===== src/hdl/lzwc_pkg.sv =====
package lzwc_pkg;

    localparam int BYTE_W        = 8;
    localparam int OUT_CODE_W    = 16;
    localparam int FIRST_LEARNED = 256;

    typedef struct packed {
        logic [BYTE_W-1:0] in_byte;
        logic              end_of_stream;
    } sym_t;

    typedef struct packed {
        logic [OUT_CODE_W-1:0] out_code;
        logic                  last_code;
    } code_t;

endpackage


===== src/hdl/lzwc_out_fifo.sv =====
module lzwc_out_fifo (
    input  logic            clk,
    input  logic            rst_n,
    input  logic            push,
    input  lzwc_pkg::code_t push_data,
    output logic            full,
    output logic            code_valid,
    input  logic            code_stall,
    output lzwc_pkg::code_t code_word
);

    lzwc_pkg::code_t slot_reg [2];
    logic            wr_ptr_reg;
    logic            wr_ptr_next;
    logic            rd_ptr_reg;
    logic            rd_ptr_next;
    logic [1:0]      count_reg;
    logic [1:0]      count_next;
    logic            pop;

    assign code_valid = (count_reg != 2'd0);
    assign full       = (count_reg == 2'd2);
    assign code_word  = slot_reg[rd_ptr_reg];
    assign pop        = code_valid && !code_stall;

    always_comb
    begin
        wr_ptr_next = push ? ~wr_ptr_reg : wr_ptr_reg;
        rd_ptr_next = pop ? ~rd_ptr_reg : rd_ptr_reg;
        count_next  = count_reg;
        if (push && !pop)
        begin
            count_next = count_reg + 2'd1;
        end
        else if (pop && !push)
        begin
            count_next = count_reg - 2'd1;
        end
    end

    always_ff @(posedge clk)
    begin
        if (push)
        begin
            slot_reg[wr_ptr_reg] <= push_data;
        end
    end

    always_ff @(posedge clk or negedge rst_n)
    begin
        if (!rst_n)
        begin
            wr_ptr_reg <= 1'b0;
            rd_ptr_reg <= 1'b0;
            count_reg  <= 2'd0;
        end
        else
        begin
            wr_ptr_reg <= wr_ptr_next;
            rd_ptr_reg <= rd_ptr_next;
            count_reg  <= count_next;
        end
    end

endmodule


===== config.mk =====
export PLATFORM = sky130hd
export DESIGN_NAME = lzwc_out_fifo
export DESIGN_NICKNAME = d
export VERILOG_FILES = /design/src/hdl/lzwc_pkg.sv /design/src/hdl/lzwc_out_fifo.sv
export SDC_FILE = /design/constraint.sdc
export NUM_CORES = 1
export LEC_CHECK = 0
export BUFFER_PORTS_ARGS = -buffer_cell sky130_fd_sc_hd__buf_2
export CAP_MARGIN = 20
export CORE_MARGIN = 5
export CORE_UTILIZATION = 54
export DETAILED_ROUTE_END_ITERATION = 16
export PLACE_DENSITY = 0.82
export SLEW_MARGIN = 25
export SYNTH_ARGS = -nofsm -noshare
export SYNTH_HDL_FRONTEND = slang
export SYNTH_SLANG_ARGS = --single-unit

===== constraint.sdc =====
create_clock -name clk -period 3.3 [get_ports clk]
set_input_delay 0.66 -clock clk [delete_from_list [all_inputs] [get_ports clk]]
set_output_delay 0.66 -clock clk [all_outputs]
set_load 0.01 [all_outputs]

## Yosys cells after proc, flatten, opt, wreduce, memory -nomap -nowiden

Memory sizes are Yosys's and may differ from the RTL's.
Index checks and enable logic that the tools add are counted.

| operators by class | value |
|---|---|
| multipliers | 0 |
| bitwise operators | 2 |
| muxes and demuxes | 4 |
| shifts and indexed selects | 0 |
| reduce and logical (&&, ||, !) cells | 8 |
| div/mod/pow operators | 0 |
| $lt $le $gt $ge | 0 |
| equality and inequality tests | 1 |
| add/sub/neg operators | 2 |

Operators with widths:

| kind | count |
|---|---|
| two-way mux 2 bit | 2 |
| nonzero test 2 bit | 2 |
| logical AND 1 bit | 3 |
| logical NOT 1 bit | 3 |
| adder 2 x 1 -> 2 bit, second input constant | 1 |
| == test 2 bit, second input constant | 1 |
| two-way mux 1 bit | 2 |
| NOT 1 bit | 2 |
| subtractor 2 x 1 -> 2 bit, second input constant | 1 |

| word-level totals | value |
|---|---|
| RAM bits | 34 |
| bits in latches | 0 |
| output and inout bits | 19 |
| memory bits (read-only) | 0 |
| memories | 1 |
| flip-flop bits (word level) | 4 |
| word-level logic and storage cells | 21 |

Memories:

| name | words | width | rd ports | clocked after memory_dff | write ports | line | RTL |
|---|---|---|---|---|---|---|---|
| slot_reg | 2 | 17 | 1 | 0 | 1 | lzwc_out_fifo.sv:12 | `lzwc_pkg::code_t slot_reg [2];` |

## Depth between registers and ports, before layout

Gate-level depths: netlist of run 1.

| depth | value |
|---|---|
| depth after elaboration | 5 |
| depth in mapped cells | 6 |

## Least setup slack after synthesis of run 1

Ideal clock, no wire load.

| timing path | value |
|---|---|
| path kind | input to register |
| start | input push |
| end | memory slot_reg[0][0] (netlist bit) (enable) |
| buffers on the path | 0 |
| library setup time | 0.393 ns |
| stages | 1 |
| arrival time | 1.467 ns |
| setup slack | 1.441 ns |
| cell sequence | nor2b_1 |

| between the ends | value |
|---|---|
| word-level cells in the longest chain between the ends | 2 |

RTL lines:

| element | line | RTL |
|---|---|---|
| start, declared | lzwc_out_fifo.sv:4 | `input logic push,` |
| two-way mux 1 bit | lzwc_out_fifo.sv:43 | `if (push)` |
| two-way mux 1 bit (implied by the code) | lzwc_out_fifo.sv:45 | `slot_reg[wr_ptr_reg] <= push_data;` |
| end, declared | lzwc_out_fifo.sv:12 |  |

No other way between the ends.

==> summary.md, run 1 <==
| Metric | Value |
|---|---|
| Status | `finished clean` |
| Final setup violation count | `0` |
| Critical path type | `flip-flop to output pin` |
| Net count, final | `roughly 140` |
| VDD IR max | `~0.54 mV` |
| Largest register FFs | `34` |
| Synthesized area per cell | `about 21 um2` |
| Seq/Total Area, Yosys | `0.762` |
| Fin crit share | `0.745` |
| Initial DRC count | `12` |
| Post-synth top area share | `0.694` |
| Hold_buf cts | `0` |
| Yosys reg bits | `38` |
| Crit path DAT | `about 1.8 ns` |
| Setup TNS | `0 ns` |
| Skew-Pair Late Insertion Delay | `about 0.33 ns` |
| Core Region | `approximately 0.0027 mm2` |
| Setup Skew | `a little under 0.008 ns` |
| Antenna violations before repair | `0` |
| Critical path capture point type | `output pin` |
| Vias per cell | `about 5.0` |
| IO Count | `40` |
| Post-synth top cells | `34 x edfxtp_1, 9 x mux2_4, 8 x mux2_2, 4 x dfrtp_1, 3 x xor2_1` |
| CTS root buf | `clkbuf_4` |
| Cell taking the most area after synthesis | `edfxtp_1` |
| Cts repair resizes | `0` |
| GR Util All Layers | `0.130` |
| Initial Util | `0.548` |
| Total CTS buffers | `5` |
| Post-layout minimum cycle time | `around 2.5 ns` |
| Die width | `about 62 um` |
| Count leader, synth | `edfxtp_1` |
| H-tree depth reported by CTS | `2` |
| Critical path launch point type | `flip-flop` |
| Post-Place Setup Slack | `~1.2 ns` |
| Syn Nets | `around 90` |
| Clock Sinks | `38` |
| DP Cell Count | `roughly 140` |
| Hold crit path type | `input port to async pin` |
| Cells after synthesis | `slightly below 70` |
| CTS tree | `yes` |
| Netlist cell types | `14` |
| Setup slack after layout | `about 0.84 ns` |
| Site Rows | `19` |
| Pwr per Cell Area | `slightly below 800 mW/mm2` |
| Residual DRC count | `0` |
| Worst-path clk slew | `0.10 ns` |
| Layout cell share with drive strength beyond 1 | `0.569` |
| Clk buf depth | `2` |
| Fill cells | `211` |
| DR vias | `between 700 and 800` |
| Largest net degree at the start of global routing | `19` |
| Grt total ovfl | `0` |
| Die ar. | `between 0.003 and 0.004 mm2` |
| Ranking of synthesized cells by area | `edfxtp_1 69%, mux2_4 9.2%, dfrtp_1 6.8%, mux2_2 6.1%, xor2_1 1.8%` |
| Final Wtd Congestion | `between 0.6 and 0.7` |
| Hold Vio Cnt, Final | `0` |
| Fmax | `between 400 and 500 MHz` |
| Routed WL per cell | `15.5 um` |
| Leak | `0.706 nW` |
| Layout area overhead | `18.3%` |
| DRT antenna net count | `0` |
| Synth async-reset ratio | `0.105` |
| Drt first pass iters | `3` |
| Yosys warning count | `0` |
| Worst Tran Pin Value | `~0.86 ns` |
| Max FO, Critical Path | `18` |
| Number of global-route vias before repair | `around 870` |
| Worst path required time | `2.64 ns` |
| I/O Buffers | `39` |
| Max-cap viol count | `0` |
| Chip height | `slightly above 60 um` |
| Non-Filler Instances | `roughly 150` |
| Postcts setup bufs | `0` |
| Max-slew headroom | `0.429` |
| N_diodes | `0` |
| First-pass GRT wire length | `slightly below 4000 um` |
| Cell Area, Synth | `0.00147 mm2` |
| Most common flop cell mapped by yosys | `edfxtp_1` |
| Max-slew violations | `0` |
| Post-Route WL | `2280 um` |
| Post-synth EDFFs | `34` |
| RSZ-0062 raised after global routing | `no` |
-- cell usage in the layout, fill, tap and decap left out, drive strengths merged --
cell	count
and2	1
buf	41
clkbuf	6
clkinv	2
dfrtp	4
edfxtp	34
ha	1
mux2	17
nand2b	1
nor2	1
nor2b	2
or2	1
xnor2	2
xor2	3
-- cell type report --
class	count	area, um2	share of cell area
Sequential cell	38	1120	0.644
Multi-Input combinational cell	29	319	0.183
Timing Repair Buffer	41	210	0.121
Clock buffer	6	41.3	0.0237
Tap cell	31	38.8	0.0223
Clock inverter	2	10.0	0.00575
-- layer usage --
metal / track usage / part of all wire
met5: 0 / 0
met4: 0.0569 / 0.016
met3: 0.0559 / 0.070
met2: 0.236 / 0.54
met1: 0.124 / 0.37
-- path summary, 6_finish.rpt --
kind	startpoint	to	slack, ns	cells past startpoint
hold reg to reg	wr_ptr_reg$_DFFE_PN0P_	wr_ptr_reg$_DFFE_PN0P_	0.49	1
hold / removal	rst_n	count_reg[1]$_DFFE_PN0P_	0.12	1
max in group asynchronous	rst_n	wr_ptr_reg$_DFFE_PN0P_	3.07	1
min in group clk	wr_ptr_reg$_DFFE_PN0P_	wr_ptr_reg$_DFFE_PN0P_	0.49	1
setup reg to reg	count_reg[0]$_DFFE_PN0P_	count_reg[1]$_DFFE_PN0P_	1.87	5
setup / recovery	rd_ptr_reg$_DFFE_PN0P_	code_word[13]	0.84	2
-- power breakdown --
group | switching (mW) | total, mW | internal (mW)
registers | 0.0852 | 0.730 | 0.645
logic | 0.188 | 0.433 | 0.245
clock network | 0.138 | 0.219 | 0.0812
total | 0.411 | 1.38 | 0.971
-- per-stage QoR --
stage               hold WS (ns)   util  total power, mW  instance area (um2)
CTS                        0.110  0.648             1.41                 1740
detailed placement         0.472  0.629             1.19                 1690
floorplan                  0.364      -             1.05                 1470
global placement           0.465  0.629             1.17                 1690
finish                     0.117  0.648             1.38                 1740
global route              0.0896  0.648             1.47                 1740
-- cell families after synthesis --
kind of cell               after synthesis  share of synthesized area
muxes                                   17                      0.153
DFF                                     38                      0.762
buffers and inverters                    2                     0.0213
adders and majority gates                1                    0.00850
xor gates and xnor gates                 5                     0.0298
and+or+nand+nor                          6                     0.0255
-- critical path: stages (launching register included) --
cell and delay [ns]:
dfrtp_1 0.92, mux2_2 0.42, buf_2 0.14
Note: power is estimated with default switching activity, not from simulation.
==> run 2: changes to the inputs <==
CORE_UTILIZATION = 46   (was 54)
PLACE_DENSITY = 0.74   (was 0.82)
clock period = 2.03 ns   (was 3.3 ns; I/O delays follow)
==> run 2 against run 1 <==
Worst hold slack better by 0.15 ns. Combinational power up 88%. Register-to-register slack worse by 1.3 ns. Sequential power up 53%. First-iteration DRC count up 8.3%. Via count up 0.67%. Setup slack worse by 0.64 ns. Critical path type unchanged. Critical endpoint is now code_word[10].
==> summary.md, run 2 (synthesis gave the netlist of run 1 again) <==
| Metric | Value |
|---|---|
| Die width | `66.6 um` |
| Cells on worst reg2reg path | `6` |
| Net count, final | `139` |
| Residual DRC count | `0` |
| Max-slew violations | `0` |
| Vias per cell | `roughly 4.6` |
| Fin crit share | `0.898` |
| Total design power | `around 2.4 mW` |
| Status | `finished clean` |
| Site Rows | `20` |
| Max-slew headroom | `0.840` |
| Layout cell share with drive strength beyond 1 | `0.585` |
| Chip height | `approximately 67 um` |
| Worst hold path stage count | `1` |
| Non-Filler Instances | `between 150 and 200` |
| Crit path launch | `rd_ptr_reg$_DFFE_PN0P_` |
| Critical path type | `flip-flop to output pin` |
| RSZ-0062 raised after global routing | `no` |
| Commonest non-fill, non-tap cells in the layout | `39 x buf_2, 34 x edfxtp_1, 9 x mux2_4` |
| Placed cell areas | `between 0.0015 and 0.002 mm2` |
| Hold crit path type | `input port to flip-flop` |
| Die ar. | `approximately 0.0044 mm2` |
| N_diodes | `0` |
| CTS root buf | `clkbuf_4` |
| Initial Util | `0.482` |
| Core Region | `0.00305 mm2` |
| GR Util All Layers | `0.114` |
| Drt first pass iters | `4` |
| Critical path launch point type | `flip-flop` |
| Skew-Pair Late Insertion Delay | `about 0.32 ns` |
| Worst-path clk slew | `approximately 0.11 ns` |
| CP Cell Sequence | `buf_12 > mux2_2 > buf_2` |
| Total CTS buffers | `5` |
| Routed WL per cell | `roughly 14 um` |
| Clk buf depth | `2` |
| Crit path largest cell delay | `around 0.42 ns` |
| Largest register FFs | `34` |
| Post-Place Setup Slack | `0.547 ns` |
| DP Cell Count | `153` |
| Clock Sinks | `38` |
| Number of global-route vias before repair | `791` |
| DRT antenna net count | `0` |
| Hold Vio Cnt, Final | `0` |
| DR vias | `~750` |
| Worst Tran Pin Value | `between 0.2 and 0.25 ns` |
| Layout area overhead | `23.4%` |
| Worst path required time | `between 1.5 and 2 ns` |
| Setup TNS | `0 ns` |
| Post-layout util | `0.595` |
| IO Count | `40` |
| Antenna violations before repair | `0` |
| Fmax | `548 MHz` |
| Critical Path End | `code_word[10]` |
| I/O Buffers | `39` |
| H-tree depth reported by CTS | `2` |
| Setup Skew | `between 0.004 and 0.005 ns` |
| Max FO, Critical Path | `17` |
| Leak | `between 0.7 and 0.8 nW` |
| VDD IR max | `between 0.6 and 0.7 mV` |
| Critical path capture point type | `output pin` |
| Post-layout minimum cycle time | `1.82 ns` |
| Final Wtd Congestion | `approximately 0.64` |
| Cts repair resizes | `0` |
| Post-Route WL | `between 2000 and 2500 um` |
| Fin area | `between 0.0015 and 0.002 mm2` |
| First-pass GRT wire length | `3550 um` |
| Crit path DAT | `approximately 1.4 ns` |
| Pwr per Cell Area | `1330 mW/mm2` |
| Reg2reg end | `count_reg[1]$_DFFE_PN0P_` |
| Grt total ovfl | `0` |
| Max-cap viol count | `0` |
| Initial DRC count | `13` |
| Hold slack | `0.265 ns` |
| R2r setup slk | `~0.6 ns` |
| Largest net degree at the start of global routing | `18` |
| Slowest CP cell | `dfrtp_1` |
| CTS tree | `yes` |
| RR Startpoint | `count_reg[0]$_DFFE_PN0P_` |
| Setup slack after layout | `approximately 0.21 ns` |
| Most common cell after layout, fill and taps aside | `buf_2` |
| Final setup violation count | `0` |
run 2: layout make-up:
cell class	count	area [um2]
clock inverter	3	40.0
tap	44	55.1
fill	272	1240
clock buffer	5	37.5
timing repair buffer	43	240
sequential	38	1120
multi-input combinational	29	322
run 2: worst min-delay path by stage:
stage | start | end | slack, ns
after global routing | push_data[13] | slot_reg[0][13]$_DFFE_PP_ | 0.24
after global placement | rst_n | count_reg[1]$_DFFE_PN0P_ | 0.21
after floorplan | rst_n | count_reg[0]$_DFFE_PN0P_ | 0.11
after CTS | push_data[13] | slot_reg[0][13]$_DFFE_PP_ | 0.25
after detailed placement | rst_n | count_reg[0]$_DFFE_PN0P_ | 0.22
final | push_data[1] | slot_reg[0][1]$_DFFE_PP_ | 0.27
run 2: metal layers:
layer | track usage | wire [um]
met2 | 0.196 | 1280
met1 | 0.122 | 853
met4 | 0.0457 | 15
met3 | 0.0472 | 165
met5 | 0 | 0
run 2: what timing repair did:
action / in CTS / in global routing
hold buffers: 1 / 0
setup buffers: 0 / 0
endpoints found under the setup margin: 0 / 0
endpoints found under the hold margin: 4 / 0
run 2: report_power, final:
part	internal, mW	leakage (nW)	switching (mW)
combinational	0.433	0.323	0.381
clock	0.255	0.0450	0.226
sequential	1.05	0.366	0.0739
total	1.74	0.734	0.681
run 2: critical path, delay by kind of cell, from the launching register on:
kind | cells | cell delay (ns)
buf+inv | 2 | 0.33
mux | 1 | 0.36
flops | 1 | 0.42
==> run 3: changes to the inputs <==
CORE_UTILIZATION = 54   (was 46)
PLACE_DENSITY = 0.82   (was 0.74)
clock period = 2.3 ns   (was 2.03 ns; I/O delays follow)
==> run 3 against run 2 <==
Total power shrank 16%. Register-to-register slack gained 0.29 ns. Sequential share of layout area grew 1.3 points. Highest routed layer unchanged. Clock skew grew 0.014 ns. Die area shrank 13%. Largest power group unchanged. Sequential power shrank 9.8%. Via count grew 1.7%.
==> summary.md, run 3 (synthesis gave the netlist of run 1 again) <==
| Metric | Value |
|---|---|
| Crit path DAT | `roughly 1.6 ns` |
| Fin area | `0.00178 mm2` |
| DRT antenna net count | `0` |
| GR Util All Layers | `0.142` |
| Die ar. | `roughly 0.0039 mm2` |
| Net count, final | `140` |
| CTS root buf | `clkbuf_4` |
| IO Count | `40` |
| Post-Place Setup Slack | `about 0.63 ns` |
| Chip height | `between 60 and 70 um` |
| H-tree depth reported by CTS | `2` |
| N_diodes | `0` |
| Pwr per Cell Area | `1140 mW/mm2` |
| Setup TNS | `0 ns` |
| Cts repair resizes | `0` |
| Cell family with most CP delay | `flip-flops` |
| Vias per cell | `between 5 and 6` |
| Drt first pass iters | `4` |
| Post-layout minimum cycle time | `2.02 ns` |
| Setup Skew | `0.0192 ns` |
| Worst path required time | `around 1.8 ns` |
| Clock Sinks | `38` |
| Critical path launch point type | `flip-flop` |
| Hold Vio Cnt, Final | `0` |
| Initial Util | `0.548` |
| Status | `finished clean` |
| Antenna violations before repair | `0` |
| Placed cell areas | `~0.0017 mm2` |
| Number of global-route vias before repair | `890` |
| Die width | `~62 um` |
| Max-cap viol count | `0` |
| Non-Filler Instances | `150` |
| Largest register FFs | `34` |
| Hold crit path type | `input port to flip-flop` |
| Max-slew violations | `0` |
| Slowest CP cell | `dfrtp_1` |
| Worst Tran Pin Value | `roughly 0.36 ns` |
| CP Cell Sequence | `buf_12 > mux2_2 > buf_2` |
| Worst-path clk slew | `0.12 ns` |
| Max-slew headroom | `0.760` |
| DP Cell Count | `141` |
| I/O Buffers | `39` |
| Setup slack after layout | `roughly 0.28 ns` |
| CP bufs+invs | `2` |
| Routed WL per cell | `approximately 16 um` |
| Largest net degree at the start of global routing | `13` |
| CTS tree | `yes` |
| Crit path largest cell delay | `about 0.57 ns` |
| VDD IR max | `between 0.7 and 0.8 mV` |
| Max FO, Critical Path | `11` |
| DR vias | `about 760` |
| RSZ-0062 raised after global routing | `no` |
| Initial DRC count | `36` |
| Post-Route WL | `2430 um` |
| Final Wtd Congestion | `0.676` |
| Layout cell share with drive strength beyond 1 | `0.571` |
| Core Region | `0.00269 mm2` |
| Leak | `0.725 nW` |
| Hold slack | `0.307 ns` |
| Site Rows | `19` |
| Clk buf depth | `2` |
| Postcts setup bufs | `0` |
| Total CTS buffers | `5` |
| Layout area overhead | `20.8%` |
| Fmax | `495 MHz` |
| First-pass GRT wire length | `around 4200 um` |
| Critical path type | `flip-flop to output pin` |
| Most common cell after layout, fill and taps aside | `buf_2` |
| Fin crit share | `0.878` |
| Final setup violation count | `0` |
| R2r setup slk | `0.88 ns` |
| Grt total ovfl | `0` |
| Residual DRC count | `0` |
| Detailed placement HPWL | `~1900 um` |
| Critical path capture point type | `output pin` |
| Skew-Pair Late Insertion Delay | `0.33 ns` |
| Commonest non-fill, non-tap cells in the layout | `39 x buf_2, 34 x edfxtp_1, 9 x mux2_4` |
-- run 3: layout make-up --
type	count	area [um2]
well taps	31	38.8
flip-flops and latches	38	1120
clock buffers	6	41.3
repair buffers	44	248
multi-input cells	29	319
clock inverters	2	10.0
fillers	189	908
-- run 3: worst paths after layout --
check,to,cells after the start,startpoint
worst max-delay path,code_word[10],3,rd_ptr_reg$_DFFE_PN0P_
worst min-delay path,slot_reg[1][16]$_DFFE_PP_,1,push_data[16]
max in group asynchronous,rd_ptr_reg$_DFFE_PN0P_,2,rst_n
min in group asynchronous,wr_ptr_reg$_DFFE_PN0P_,2,rst_n
worst min register to register,count_reg[1]$_DFFE_PN0P_,1,count_reg[1]$_DFFE_PN0P_
worst max register to register,count_reg[1]$_DFFE_PN0P_,6,count_reg[0]$_DFFE_PN0P_
-- run 3: timing repair --
action / in CTS / in global routing
endpoints found under the hold margin: 4 / 0
hold buffers: 1 / 0
setup endpoints to repair: 0 / 0
-- run 3: where the power goes --
group	leakage [nW]	internal (mW)	switching, mW
registers	0.366	0.926	0.0861
logic	0.327	0.386	0.323
clock network	0.0320	0.117	0.194
-- run 3: metal layers --
layer / up-vias / global-route usage / wire length, um
met2: 22 / 0.249 / 1350
met4: 0 / 0.0732 / 42
met1: 374 / 0.146 / 878
met3: 4 / 0.0505 / 151
met5: - / 0 / 0
li1: 359 / - / -
-- run 3: through the flow --
stage / util / power [mW]
2_1_floorplan: - / 1.51
3_3_place_gp: 0.639 / 1.72
3_5_place_dp: 0.639 / 1.76
4_1_cts: 0.662 / 2.07
5_1_grt: 0.662 / 2.16
6_report: 0.662 / 2.03
